[src/rtl/ppz_pkg.sv]
// Package for the polynomial predictor / zigzag residual block.
// Holds the sample width, the input and result word types and the fold helpers.
// No dependencies.
`timescale 1ns / 1ps

package ppz_pkg;

  // Width of every sample, code and residual; the stereo sum is one bit wider
  localparam int SAMPLE_W = 16;

  // Warm-up counter saturates at the full predictor order
  localparam int ORDER     = 3;
  localparam int COUNT_W   = 2;

  // Mode register codes
  typedef enum logic {
    MODE_ENCODE = 1'b0,
    MODE_DECODE = 1'b1
  } mode_t;

  // One input word
  typedef struct packed {
    logic signed [SAMPLE_W-1:0] left_sample;
    logic signed [SAMPLE_W-1:0] right_sample;
    logic signed [SAMPLE_W-1:0] folded_code;
    logic                       start_of_stream;
  } in_word_t;

  // One result word
  typedef struct packed {
    logic signed [SAMPLE_W-1:0] sample;
    logic signed [SAMPLE_W-1:0] folded_residual;
  } out_word_t;

  // Zigzag fold: r >= 0 gives 2r, r < 0 gives -2r-1, which is ~(2r)
  function automatic logic [SAMPLE_W-1:0] fold(input logic [SAMPLE_W-1:0] r);
    logic [SAMPLE_W-1:0] dbl;
    dbl  = {r[SAMPLE_W-2:0], 1'b0};
    fold = dbl ^ {SAMPLE_W{r[SAMPLE_W-1]}};
  endfunction

  // Zigzag unfold, n read as signed: even n gives n/2, odd n gives -(n+1)/2
  function automatic logic [SAMPLE_W-1:0] unfold(input logic [SAMPLE_W-1:0] n);
    logic [SAMPLE_W-1:0] half;
    half   = {n[SAMPLE_W-1], n[SAMPLE_W-1:1]};
    unfold = half ^ {SAMPLE_W{n[0]}};
  endfunction

endpackage

[src/rtl/ppz_predictor.sv]
// Sample history and warm-up counter with the fixed polynomial prediction.
// Uses ppz_pkg for widths; fed the new sample by the top level on each advance.
`timescale 1ns / 1ps

module ppz_predictor (
  input  logic                             clk,
  input  logic                             rst,
  input  logic                             advance,
  input  logic                             start,
  input  logic [ppz_pkg::SAMPLE_W-1:0]     new_sample,
  output logic [ppz_pkg::SAMPLE_W-1:0]     prediction
);

  logic [ppz_pkg::SAMPLE_W-1:0] prev1;
  logic [ppz_pkg::SAMPLE_W-1:0] prev2;
  logic [ppz_pkg::SAMPLE_W-1:0] prev3;
  logic [ppz_pkg::COUNT_W-1:0]  warmup;
  logic [ppz_pkg::COUNT_W-1:0]  count;
  logic [ppz_pkg::COUNT_W-1:0]  warmup_next;
  logic [ppz_pkg::SAMPLE_W-1:0] diff;
  logic [ppz_pkg::SAMPLE_W-1:0] slope;

  // Start flag restarts warm-up for this word
  assign count = start ? '0 : warmup;

  // Saturate the warm-up count at the predictor order
  assign warmup_next = (count < ppz_pkg::COUNT_W'(ppz_pkg::ORDER)) ?
                       count + ppz_pkg::COUNT_W'(1) : ppz_pkg::COUNT_W'(ppz_pkg::ORDER);

  // Order 3: 3*(p1 - p2) + p3; order 2: 2*p1 - p2; all wrapping
  assign diff  = prev1 - prev2;
  assign slope = prev1 + diff;

  always_comb begin
    case (count)
      2'd0:    prediction = '0;
      2'd1:    prediction = prev1;
      2'd2:    prediction = slope;
      default: prediction = {diff[ppz_pkg::SAMPLE_W-2:0], 1'b0} + diff + prev3;
    endcase
  end

  // Shift history on each word that passes
  always_ff @(posedge clk) begin
    if (rst) begin
      warmup <= '0;
    end else if (advance) begin
      warmup <= warmup_next;
    end
  end

  always_ff @(posedge clk) begin
    if (advance) begin
      prev3 <= prev2;
      prev2 <= prev1;
      prev1 <= new_sample;
    end
  end

endmodule

[src/rtl/ppz_core.sv]
// Encode and decode datapath: stereo average, residual fold, code unfold.
// Uses ppz_pkg types and fold helpers; prediction comes from ppz_predictor.
`timescale 1ns / 1ps

module ppz_core (
  input  ppz_pkg::mode_t                   mode,
  input  ppz_pkg::in_word_t                in_word,
  input  logic [ppz_pkg::SAMPLE_W-1:0]     prediction,
  output ppz_pkg::out_word_t               out_word
);

  logic [ppz_pkg::SAMPLE_W:0]   pair_sum;
  logic [ppz_pkg::SAMPLE_W:0]   pair_adj;
  logic [ppz_pkg::SAMPLE_W-1:0] mono;
  logic [ppz_pkg::SAMPLE_W-1:0] residual;
  logic [ppz_pkg::SAMPLE_W-1:0] rebuilt;

  // Average to mono, rounding toward zero: bump negative odd sums before the shift
  assign pair_sum = {in_word.left_sample[ppz_pkg::SAMPLE_W-1], in_word.left_sample} +
                    {in_word.right_sample[ppz_pkg::SAMPLE_W-1], in_word.right_sample};
  assign pair_adj = pair_sum +
                    (ppz_pkg::SAMPLE_W+1)'(pair_sum[ppz_pkg::SAMPLE_W] & pair_sum[0]);
  assign mono     = pair_adj[ppz_pkg::SAMPLE_W:1];

  // Residual against the prediction, and rebuild from the unfolded code
  assign residual = mono - prediction;
  assign rebuilt  = ppz_pkg::unfold(in_word.folded_code) + prediction;

  // Select by mode; decode echoes the incoming code
  always_comb begin
    unique case (mode)
      ppz_pkg::MODE_ENCODE: begin
        out_word.sample          = mono;
        out_word.folded_residual = ppz_pkg::fold(residual);
      end
      default: begin
        out_word.sample          = rebuilt;
        out_word.folded_residual = in_word.folded_code;
      end
    endcase
  end

endmodule

[src/rtl/polynomial_predictor_zigzag_residual.sv]
// Top level of the polynomial predictor with zigzag residual folding.
// Instantiates ppz_predictor and ppz_core; types from ppz_pkg.
//
// Usage:
//   Input channel in_valid / in_stall / in_data carries one word per sample:
//   a stereo pair and start flag (encode) or a folded code and start flag
//   (decode). Output channel out_valid / out_stall / out_data returns one word
//   per input word: the mono or rebuilt sample and the folded residual.
//   cfg_write / cfg_data write the mode bit (0 encode, 1 decode); write it only
//   while no word is in flight.
//   An accepted word sits in the input register and passes through the
//   datapath into the output register once that register is free, which
//   raises out_valid; the word leaves when out_stall is low.
//   Throughput is one word per cycle while the receiver does not stall; the
//   limit is the loop through history, prediction and sum in decode mode.
//   When the receiver stalls, the output word holds and the input register
//   fills; in_stall rises only once both registers are occupied.
//   Synchronous reset empties both registers, clears the warm-up count and
//   sets encode mode.
`timescale 1ns / 1ps

module polynomial_predictor_zigzag_residual (
  input  logic                clk,
  input  logic                rst,
  input  logic                cfg_write,
  input  logic                cfg_data,
  input  logic                in_valid,
  output logic                in_stall,
  input  ppz_pkg::in_word_t   in_data,
  output logic                out_valid,
  input  logic                out_stall,
  output ppz_pkg::out_word_t  out_data
);

  ppz_pkg::mode_t               mode;
  logic                         hold_valid;
  ppz_pkg::in_word_t            hold_word;
  ppz_pkg::out_word_t           result;
  logic [ppz_pkg::SAMPLE_W-1:0] prediction;
  logic                         out_free;
  logic                         move;
  logic                         take;

  // Handshake: advance the held word whenever the output register can take it
  assign out_free = !out_valid || !out_stall;
  assign move     = hold_valid && out_free;
  assign in_stall = hold_valid && !out_free;
  assign take     = in_valid && !in_stall;

  // Mode register
  always_ff @(posedge clk) begin
    if (rst) begin
      mode <= ppz_pkg::MODE_ENCODE;
    end else if (cfg_write) begin
      mode <= ppz_pkg::mode_t'(cfg_data);
    end
  end

  // Input register
  always_ff @(posedge clk) begin
    if (rst) begin
      hold_valid <= 1'b0;
    end else if (take) begin
      hold_valid <= 1'b1;
    end else if (move) begin
      hold_valid <= 1'b0;
    end
  end

  always_ff @(posedge clk) begin
    if (take) begin
      hold_word <= in_data;
    end
  end

  // History and prediction
  ppz_predictor u_predictor (
    .clk        (clk),
    .rst        (rst),
    .advance    (move),
    .start      (hold_word.start_of_stream),
    .new_sample (result.sample),
    .prediction (prediction)
  );

  // Encode / decode datapath
  ppz_core u_core (
    .mode       (mode),
    .in_word    (hold_word),
    .prediction (prediction),
    .out_word   (result)
  );

  // Output register
  always_ff @(posedge clk) begin
    if (rst) begin
      out_valid <= 1'b0;
    end else if (move) begin
      out_valid <= 1'b1;
    end else if (!out_stall) begin
      out_valid <= 1'b0;
    end
  end

  always_ff @(posedge clk) begin
    if (move) begin
      out_data <= result;
    end
  end

`ifndef SYNTHESIS
  // Stall only with a word parked in the input register
  a_stall_needs_hold: assert property (@(posedge clk) disable iff (rst)
    in_stall |-> hold_valid)
    else $error("in_stall raised with empty input register");

  // A word moved forward shows up at the output next cycle
  a_move_fills_out: assert property (@(posedge clk) disable iff (rst)
    move |=> out_valid)
    else $error("moved word missing from output register");

  // A stalled output word is never overwritten by a move
  a_no_overwrite: assert property (@(posedge clk) disable iff (rst)
    (out_valid && out_stall) |-> !move)
    else $error("output register overwritten while stalled");

  // Taking a new word while one is held requires the held word to leave
  a_no_drop: assert property (@(posedge clk) disable iff (rst)
    (take && hold_valid) |-> move)
    else $error("held word dropped by new input");
`endif

endmodule
[config.mk]
export PLATFORM = sky130hd
export DESIGN_NAME = polynomial_predictor_zigzag_residual
export DESIGN_NICKNAME = d
export VERILOG_FILES = /design/src/rtl/ppz_pkg.sv /design/src/rtl/ppz_predictor.sv /design/src/rtl/ppz_core.sv /design/src/rtl/polynomial_predictor_zigzag_residual.sv
export SDC_FILE = /design/constraint.sdc
export NUM_CORES = 1
export LEC_CHECK = 0
export ABC_AREA = 1
export BUFFER_PORTS_ARGS = -buffer_cell sky130_fd_sc_hd__buf_2
export CAP_MARGIN = 25
export CORE_MARGIN = 10
export CORE_UTILIZATION = 35
export DETAILED_ROUTE_END_ITERATION = 10
export HOLD_SLACK_MARGIN = 0.15
export PLACE_DENSITY = 0.5
export SLEW_MARGIN = 10
export SYNTH_ARGS = -nofsm -noshare
export SYNTH_HDL_FRONTEND = slang
export SYNTH_HIERARCHICAL = 1
export SYNTH_SLANG_ARGS = --single-unit
[constraint.sdc]
create_clock -name clk -period 11.3 [get_ports clk]
set_input_delay 0.565 -clock clk [delete_from_list [all_inputs] [get_ports clk]]
set_output_delay 0.565 -clock clk [all_outputs]
set_load 0.05 [all_outputs]
==> reports/qor.csv, run 1 <==
stage;metric;value;unit
placed_design;Routability Congestion;0.9054;
floorplan;Initial Util;35.42;%
yosys;most frequent cell after synthesis;nand2_1;
yosys;Mapped Area;10840;um^2
clocking;Post-CTS Setup Inserts;0;
status;status;finished clean;
clocking;Clk Latency, worst-skew pair;0.45;ns
sta;final hold vios;0;
global_routing;All-Layer GR Usage;15.85;%
placed_design;DP HPWL;24.42;mm
pwr;power per cell area;185.0;nW/um^2
sta;RSZ-0062 raised after global routing;false;
drt;detailed-router iteration count before antenna repair;6;
global_routing;total gr overflow;0;
floorplan;Cell Rows;64;
yosys;sequential area share after synthesis;36.67;%
worst_setup_path;Most Frequent Cell on Critical Path;nand2_1;
yosys;Yosys reg bits;134;
drt;drt wl/cell;15.94;um
sta;Slew Limit Fails;0;
placed_design;I/O Buffers;88;
sta;Max Freq;157.3;MHz
clocking;CTS sink count;134;
final_layout;Util after Layout;40.42;%
drt;drt drc;0;
drt;drt total wl;29.67;mm
floorplan;Die Y;196.0;um
drt;Vias per Instance;4.806;
yosys;Post-synth top flop;edfxtp_1;
yosys;share of the synthesized area in the top cell type;35.75;%
worst_setup_path;arrival time at the worst endpoint;6.55;ns
final_layout;ant diodes;0;
worst_setup_path;Crit-path slowest cell;fa_1;
sta;relative slew slack;42.14;%
yosys;Area contributors post-synth;edfxtp_1 36%, nand2_1 12%, ha_1 11%, inv_1 7.4%, nand3_1 5.1%;
yosys;synth cell count leaders;356 x nand2_1, 214 x inv_1, 129 x edfxtp_1;
clocking;total CTS buffers;17;
min_path;hold crit path type;in2reg;
final_layout;area growth from synthesis to layout;14.11;%
clocking;post-CTS resize count;0;
floorplan;Die X-Extent;196.0;um
drt;total number of vias;8944;
yosys;async set-reset flop share out of synthesis;0;%
drt;1st-iter DRT viols;391;
pwr;VDD IR max;0.1267;mV
global_routing;initial antenna violation count;1;
pwr;LEAKAGE;5.906;nW
yosys;Post-synth EDFFs;129;
clocking;CTS max path bufs;2;
clocking;CTS Hold Bufs;0;
worst_setup_path;Slowest Stage Delay on Critical Path;0.49;ns
worst_setup_path;startpoint types;register;
floorplan;DIE AREA;38400;um^2
clocking;H-tree Lvls;4;
sta;final setup violation count;0;
worst_setup_path;Data required, critical path;11.49;ns
clocking;Worst-path clk slew;0.06;ns
floorplan;Placeable Area;30590;um^2
global_routing;largest net degree at the start of global routing;53;
sta;Worst Tran Pin Value;0.8589;ns
sta;fraction of the cycle the final worst path needs;56.25;%
job;Max-Cap Viols;0;
worst_setup_path;CP max FO;14;
final_layout;Final nets;1619;
yosys;warning count from the yosys run;6;
sta;Fin Hold WS;0.2947;ns
sta;TNS Setup;0;ns
clocking;CTS tree;yes;
yosys;Syn Nets;1521;
yosys;Post-Syn Area per Cell;8.003;um^2
yosys;area leader, netlist;edfxtp_1;
sta;skew final;0.01311;ns
worst_setup_path;CP endpoint kind;register;
yosys;post-synthesis cell count;1354;
final_layout;share of layout cells above drive strength 1;13.58;%
sta;fin crit period;6.356;ns
placed_design;placed instance area;11750;um^2
global_routing;vias in the first global route;9408;
global_routing;first-pass GRT wire length;48.18;mm
yosys;Distinct cells, synth;50;
drt;Routed Antenna Nets;0;
final_layout;post-route cell area;12360;um^2
clocking;root buf cell;clkbuf_16;
worst_setup_path;critical path type;reg2reg;
floorplan;IO Count;89;
-- cell families after synthesis --
logic type	count (synthesis)	share of synthesized area, %
and+or+nand+nor	615	25.21
buffers and inverters	239	8.464
AOI/OAI and AO/OA	186	9.838
DFF	134	36.67
adders and majority gates	112	14.11
xor gates and xnor gates	68	5.704
-- critical path, delay by kind of cell (launching register included) --
kind            cells  cell delay [ns]
compound gates      5             0.93
buf+inv             6             0.44
simple gates       17             2.16
xor+xnor            2             0.40
fa+ha+maj           5             1.75
flops               1             0.42
-- path summary, 6_finish.rpt --
path              cells after the start  slack (ns)                 start                    to
hold reg to reg                       0        0.45  u_predictor/prev2[4]  u_predictor/prev3[4]
setup reg to reg                     35        4.94  u_predictor/prev1[0]           out_data[3]
hold / removal                        1        0.29           in_data[44]         hold_word[44]
setup / recovery                     35        4.94  u_predictor/prev1[0]           out_data[3]
-- flip-flops by register name, indices dropped and copies added, names as in the netlist --
register            count
u_predictor/prev3      16
hold_valid              1
u_predictor/prev1      16
hold_word              49
u_predictor/prev2      16
out_data               32
mode                    1
u_predictor/warmup      2
out_valid               1
-- through the flow --
step	instances	setup WS [ns]	power, mW
floorplan	1354	5.909	1.455
global placement	1828	5.016	1.727
detailed placement	1828	4.968	1.721
CTS	1860	4.944	2.314
global route	1861	4.373	2.482
finish	1861	4.944	2.288
-- metal layers --
layer  wire, um  part of all wire, %  global-route usage, %  up-vias
met3       1113                  3.8                  3.171       44
li1           -                    -                      -     4655
met2      14680                   49                  27.76      152
met1      13050                   44                  18.42     4093
met5          0                    0                      0        -
met4        825                  2.8                  6.646        0
-- final cells by class --
| cell class | instances | area (um^2) |
|---|---|---|
| fillers | 3206 | 18230 |
| multi-input cells | 981 | 5956 |
| flip-flops and latches | 134 | 3974 |
| inverters | 223 | 837.1 |
| repair buffers | 95 | 505.5 |
| well taps | 396 | 495.5 |
| clock buffers | 21 | 440.4 |
| clock inverters | 11 | 156.4 |
-- cells in the final DEF (no fill, tap or decap), types with 4 or more instances in the layout --
| master | instances |
|---|---|
| xnor2_1 | 12 |
| o21ai_1 | 4 |
| and2_1 | 4 |
| dfxtp_1 | 5 |
| nand3_1 | 111 |
| inv_2 | 10 |
| a31oi_1 | 8 |
| xor2_1 | 53 |
| nor2_1 | 59 |
| nand2_2 | 22 |
| a211oi_1 | 4 |
| a21oi_1 | 79 |
| buf_4 | 6 |
| ha_1 | 95 |
| clkbuf_1 | 4 |
| a21boi_0 | 5 |
| a21o_1 | 7 |
| o21ai_0 | 53 |
| nand4_1 | 12 |
| o211ai_1 | 4 |
| o31ai_1 | 5 |
| fa_1 | 17 |
| nor3_1 | 7 |
| nor2_2 | 9 |
| nand3_2 | 11 |
| or2_2 | 10 |
| bufinv_16 | 4 |
| buf_2 | 88 |
| edfxtp_1 | 129 |
| inv_1 | 213 |
| nand2_1 | 356 |
| clkbuf_16 | 17 |
-- report_power, final --
part           internal [mW]  switching (mW)  leakage, nW  total (mW)
sequential             0.606          0.0248         1.27       0.631
clock                  0.365           0.214        0.284       0.579
combinational          0.370           0.707         4.35        1.08
total                   1.34           0.946         5.91        2.29
(Power assumes the default switching activity.)
==> run 2: changes to the inputs <==
ABC_AREA = 0   (was 1)
PLACE_DENSITY = 0.53   (was 0.5)
clock period = 5.59 ns   (was 11.3 ns; I/O delays follow)
==> reports/qor.csv, run 2 <==
stage;metric;value;unit
clocking;CTS max path bufs;2;
status;status;finished with violations;
worst_setup_path;Top Family by Delay on Critical Path;compound AO/OA/AOI/OAI gates;
floorplan;Placeable Area;27930;um^2
sta;TNS Setup;-13.56;ns
global_routing;first-pass GRT wire length;42.28;mm
worst_setup_path;WP buf/inv;4;
pwr;register share of total power;23.6;%
yosys;Distinct cells, synth;76;
drt;drt drc;0;
worst_setup_path;critical path type;reg2reg;
sta;final setup violation count;21;
pwr;power per cell area;395.8;nW/um^2
global_routing;vias in the first global route;8374;
sta;skew final;0.01762;ns
drt;WL met1;12.29;mm
yosys;Syn Nets;1124;
drt;drt wl/cell;15.70;um
status;failing checks;setup timing;
placed_design;DP HPWL;19.52;mm
global_routing;largest net degree at the start of global routing;59;
pwr;VDD IR max;0.1851;mV
yosys;Post-synth EDFFs;129;
yosys;Mapped Area;9938;um^2
worst_setup_path;Data required, critical path;5.77;ns
pwr;sw frac;37.18;%
floorplan;Cell Rows;61;
drt;Routed Antenna Nets;0;
clocking;Worst-path clk slew;0.07;ns
drt;Vias per Instance;4.847;
pwr;Sw Pwr;2.037;mW
sta;final hold vios;0;
clocking;total CTS buffers;17;
final_layout;Final nets;1432;
placed_design;placed instance area;12080;um^2
min_path;hold crit path type;in2reg;
final_layout;share of layout cells above drive strength 1;32.00;%
final_layout;register bank with the most flops;hold_word;
drt;highest metal used;met4;
sta;fin crit period;6.474;ns
placed_design;Routability Congestion;0.9008;
worst_setup_path;FF-to-FF Start;u_predictor/prev1[0];
pwr;combinational share of power;54.7;%
global_routing;initial antenna violation count;0;
floorplan;IO Count;89;
final_layout;Largest register FFs;49;
yosys;warning count from the yosys run;6;
final_layout;FILL cells;2568;
drt;drt total wl;26.00;mm
global_routing;All-Layer GR Usage;14.62;%
floorplan;Die Y;188.5;um
sta;RSZ-0062 raised after global routing;true;
floorplan;Initial Util;35.58;%
yosys;sequential area share after synthesis;39.98;%
clocking;CTS sink count;134;
global_routing;total gr overflow;0;
clocking;root buf cell;clkbuf_16;
yosys;Yosys reg bits;134;
clocking;Clk Latency, worst-skew pair;0.43;ns
worst_setup_path;CP max FO;5;
min_path;HP Start;out_stall;
pwr;Power Internal;3.443;mW
placed_design;I/O Buffers;88;
yosys;area leader, netlist;edfxtp_1;
final_layout;area growth from synthesis to layout;39.32;%
worst_setup_path;Slowest Stage Delay on Critical Path;0.61;ns
final_layout;Largest regs;hold_word (49), out_data (32);
final_layout;multi-input logic area;6200;um^2
final_layout;Util after Layout;49.57;%
worst_setup_path;CP Launch Point;u_predictor/prev1[0];
yosys;Post-synth top flop;edfxtp_1;
yosys;synth cell count leaders;129 x edfxtp_1, 95 x ha_1, 77 x a21oi_1;
yosys;most frequent cell after synthesis;edfxtp_1;
yosys;post-synthesis cell count;957;
pwr;LEAKAGE;5.769;nW
yosys;Post-Syn Area per Cell;10.38;um^2
drt;detailed-router iteration count before antenna repair;5;
final_layout;Register Area;3975;um^2
drt;met3 WL;780;um
drt;total number of vias;8027;
yosys;async set-reset flop share out of synthesis;0;%
clocking;CTS tree;yes;
job;Max-Cap Viols;0;
sta;fraction of the cycle the final worst path needs;115.8;%
pwr;Clock power frac;21.6;%
sta;Max Freq;154.5;MHz
drt;1st-iter DRT viols;461;
sta;final worst slack;-0.8835;ns
worst_setup_path;arrival time at the worst endpoint;6.65;ns
worst_setup_path;CP endpoint kind;register;
clocking;H-tree Lvls;4;
drt;Met2 Routed Length;12.53;mm
yosys;Area contributors post-synth;edfxtp_1 39%, ha_1 12%, xnor2_1 5.7%, xor2_1 5.0%, a21oi_1 3.9%;
yosys;share of the synthesized area in the top cell type;38.98;%
final_layout;most frequent cells in the layout;158 x buf_4, 129 x edfxtp_1, 88 x buf_2;
floorplan;Die X-Extent;188.5;um
sta;Slew Limit Fails;0;
sta;relative slew slack;56.08;%
floorplan;DIE AREA;35540;um^2
worst_setup_path;startpoint types;register;
sta;Worst Tran Pin Value;0.6532;ns
final_layout;post-route cell area;13850;um^2
final_layout;most common cell after layout, fill and taps aside;buf_4;
final_layout;ant diodes;0;
worst_setup_path;Crit-path slowest cell;fa_1;
run 2: changes by cell type after synthesis, moves of 10 or more:
| cell | change |
|---|---|
| nand2_1 | -295 |
| inv_1 | -141 |
| nand3_1 | -96 |
| xnor2_1 | +53 |
| nand2_2 | -22 |
| o21ai_0 | -18 |
| a21o_1 | +16 |
| nor2b_1 | +16 |
| mux2_2 | +14 |
| o21a_1 | +10 |
run 2: cell families (layout without fill, tap and decap cells):
logic type / after synthesis / after routing / synth area share, %
and+or+nand+nor: 235 / 235 / 12.09
muxes: 16 / 16 / 1.800
AOI/OAI and AO/OA: 242 / 242 / 15.79
DFF: 134 / 134 / 39.98
buffers and inverters: 94 / 415 / 3.752
adders and majority gates: 112 / 112 / 15.38
xor gates and xnor gates: 124 / 124 / 11.20
run 2: routing by layer:
layer / vias to the layer above / global-route usage [%]
li1: 4110 / -
met1: 3778 / 18.56
met2: 125 / 24.89
met3: 14 / 2.825
met4: 0 / 3.724
met5: - / 0
run 2: worst paths after layout:
| check | endpoint | slack [ns] | cells past startpoint |
|---|---|---|---|
| worst max-delay path | out_data[12] | -0.88 | 29 |
| worst min-delay path | out_valid | 0.16 | 3 |
| worst max register to register | out_data[12] | -0.88 | 29 |
| worst min register to register | u_predictor/prev3[2] | 0.45 | 0 |
run 2: power by group through the flow:
stage,clock network (mW),registers (mW),logic (mW)
floorplan,0,1.46,1.65
global placement,0,1.32,2.62
detailed placement,0,1.32,2.64
CTS,1.22,1.30,2.86
global route,1.26,1.30,3.28
finish,1.19,1.30,3.00
run 2: what timing repair did:
action                                  CTS  global route
endpoints found under the hold margin    54             0
pin swaps                                30            45
setup buffers                            13             5
endpoints found under the setup margin   26            30
cloned                                    0             1
hold buffers                             53             0
gates resized for setup                  55            40
run 2: cell type report:
cell class / instances / share of cell area [%]
well taps: 378 / 3.416
flip-flops and latches: 134 / 28.71
multi-input cells: 729 / 44.78
inverters: 73 / 1.979
repair buffers: 310 / 16.75
clock buffers: 18 / 3.100
clock inverters: 14 / 1.265
run 2: worst register-to-register path: cells and delay by family, from the launching register on:
family / cells / cell delay, ns
AO/OA/AOI/OAI: 12 / 2.09
XOR/XNOR: 4 / 0.88
flip-flops: 1 / 0.40
multiplexers: 1 / 0.25
AND/OR/NAND/NOR: 3 / 0.62
buffers and inverters: 4 / 0.45
adder cells (fa/ha/maj): 5 / 1.52
run 2: metrics by stage:
step	setup WS, ns	power (mW)	std cells	hold WS (ns)
floorplan	-0.4915	3.110	957	0.3419
global placement	-0.7344	3.938	1555	0.4335
detailed placement	-0.8771	3.952	1556	0.4331
CTS	-0.8163	5.372	1652	0.1517
global route	-1.215	5.839	1656	0.1743
finish	-0.8835	5.480	1656	0.1599
==> run 3: changes to the inputs <==
PLACE_DENSITY = 0.52   (was 0.53)
==> reports/qor.csv, run 3 (synthesis gave the netlist of run 2 again) <==
stage;metric;value;unit
placed_design;Routability Congestion;0.8547;
clocking;Worst-path clk slew;0.06;ns
worst_setup_path;arrival time at the worst endpoint;6.54;ns
worst_setup_path;CP endpoint kind;register;
status;status;finished with violations;
worst_setup_path;Slowest Stage Delay on Critical Path;0.54;ns
final_layout;most frequent cells in the layout;161 x buf_4, 129 x edfxtp_1, 88 x buf_2;
floorplan;Die X-Extent;188.5;um
job;Max-Cap Viols;0;
sta;Fin Hold WS;0.1790;ns
sta;final worst slack;-0.7771;ns
clocking;CTS max path bufs;2;
worst_setup_path;CP max FO;10;
drt;1st-iter DRT viols;332;
sta;fin crit period;6.367;ns
floorplan;DIE AREA;35540;um^2
final_layout;Largest regs;hold_word (49), out_data (32);
min_path;hold crit path type;in2reg;
placed_design;Setup WS pre-CTS;-0.8276;ns
drt;Vias per Instance;4.834;
sta;Worst Tran Pin Value;0.7927;ns
floorplan;Placeable Area;27930;um^2
clocking;CTS tree;yes;
drt;total number of vias;8001;
drt;drt drc;0;
worst_setup_path;Data required, critical path;5.76;ns
final_layout;most common cell after layout, fill and taps aside;buf_4;
final_layout;share of layout cells above drive strength 1;31.95;%
global_routing;vias in the first global route;8405;
final_layout;Largest register FFs;49;
sta;relative slew slack;47.15;%
sta;final hold vios;0;
floorplan;IO Count;89;
floorplan;Initial Util;35.58;%
final_layout;Cell Count, Final, Fillers Out;1655;
placed_design;DP HPWL;19.72;mm
pwr;power per cell area;387.3;nW/um^2
global_routing;total gr overflow;0;
floorplan;Cell Rows;61;
sta;fraction of the cycle the final worst path needs;113.9;%
worst_setup_path;startpoint types;register;
pwr;LEAKAGE;5.714;nW
final_layout;ant diodes;0;
worst_setup_path;Most Frequent Cell on Critical Path;o21a_1;
clocking;Clk Latency, worst-skew pair;0.42;ns
final_layout;Final nets;1431;
final_layout;FILL cells;2613;
worst_setup_path;critical path type;reg2reg;
drt;Routed Antenna Nets;0;
final_layout;Util after Layout;49.01;%
placed_design;I/O Buffers;88;
clocking;H-tree Lvls;4;
status;failing checks;setup timing;
final_layout;area growth from synthesis to layout;37.77;%
floorplan;Die Y;188.5;um
clocking;total CTS buffers;17;
sta;RSZ-0062 raised after global routing;true;
sta;Slew Limit Fails;0;
sta;skew final;0.009299;ns
global_routing;initial antenna violation count;0;
drt;drt wl/cell;15.73;um
global_routing;All-Layer GR Usage;14.58;%
final_layout;register bank with the most flops;hold_word;
global_routing;first-pass GRT wire length;42.15;mm
global_routing;largest net degree at the start of global routing;56;
clocking;root buf cell;clkbuf_16;
clocking;CTS sink count;134;
worst_setup_path;Crit-path slowest cell;fa_1;
placed_design;dpl cells;1553;
sta;Max Freq;157.1;MHz
sta;final setup violation count;26;
drt;detailed-router iteration count before antenna repair;5;
drt;drt total wl;26.03;mm
pwr;VDD IR max;0.1710;mV
## run 3: metrics by stage
| stage | setup TNS, ns | power, mW | area [um^2] |
|---|---|---|---|
| floorplan | -6.137 | 3.110 | 10070 |
| global placement | -12.32 | 3.930 | 12040 |
| detailed placement | -15.11 | 3.940 | 12040 |
| CTS | -11.55 | 5.198 | 13440 |
| global route | -19.33 | 5.680 | 13690 |
| finish | -12.08 | 5.303 | 13690 |
## run 3: where the power goes
part           total, mW  internal (mW)  switching [mW]
Combinational       2.91           1.44            1.48
Sequential          1.29           1.25          0.0444
Clock               1.10          0.616           0.480
Total               5.30           3.30            2.00
## run 3: final timing paths
path,cells after the start,endpoint,slack (ns),start
max,30,out_data[6],-0.78,u_predictor/prev1[0]
max reg2reg,30,out_data[6],-0.78,u_predictor/prev1[0]
min reg2reg,0,u_predictor/prev3[10],0.45,u_predictor/prev2[10]
min,3,out_valid,0.18,out_stall
## run 3: timing repair
action,4_1_cts,5_1_grt
setup endpoints to repair,28,32
gates resized for setup,46,34
endpoints found under the hold margin,54,0
buffers inserted,12,4
hold buffers,53,0
pin swaps,36,23
## run 3: area by class of cell
class / instances / area (um^2) / share of cell area (%)
Tap cell: 378 / 473.0 / 3.454
Multi-Input combinational cell: 729 / 6131 / 44.78
Sequential cell: 134 / 3975 / 29.03
Clock inverter: 14 / 126.4 / 0.9230
Timing Repair Buffer: 309 / 2283 / 16.68
Clock buffer: 18 / 429.2 / 3.134
Inverter: 73 / 274.0 / 2.001
## run 3: worst max-delay path: cells and delay by family, from the launching register on
kind | cells | cell delay [ns]
AO/OA/AOI/OAI | 13 | 2.13
XOR/XNOR | 4 | 0.79
adder cells (fa/ha/maj) | 5 | 1.47
buffers and inverters | 5 | 0.57
flip-flops | 1 | 0.42
multiplexers | 1 | 0.27
AND/OR/NAND/NOR | 2 | 0.43
## run 3: per-layer routing
| layer | part of all wire, % | GRT usage, % | vias up | wire (um) |
|---|---|---|---|---|
| met5 | 0 | 0 | - | 0 |
| met4 | 2.0 | 4.151 | 0 | 510 |
| met3 | 3.4 | 2.825 | 30 | 894 |
| met2 | 47 | 24.65 | 130 | 12310 |
| met1 | 47 | 18.49 | 3736 | 12310 |
| li1 | - | - | 4105 | - |
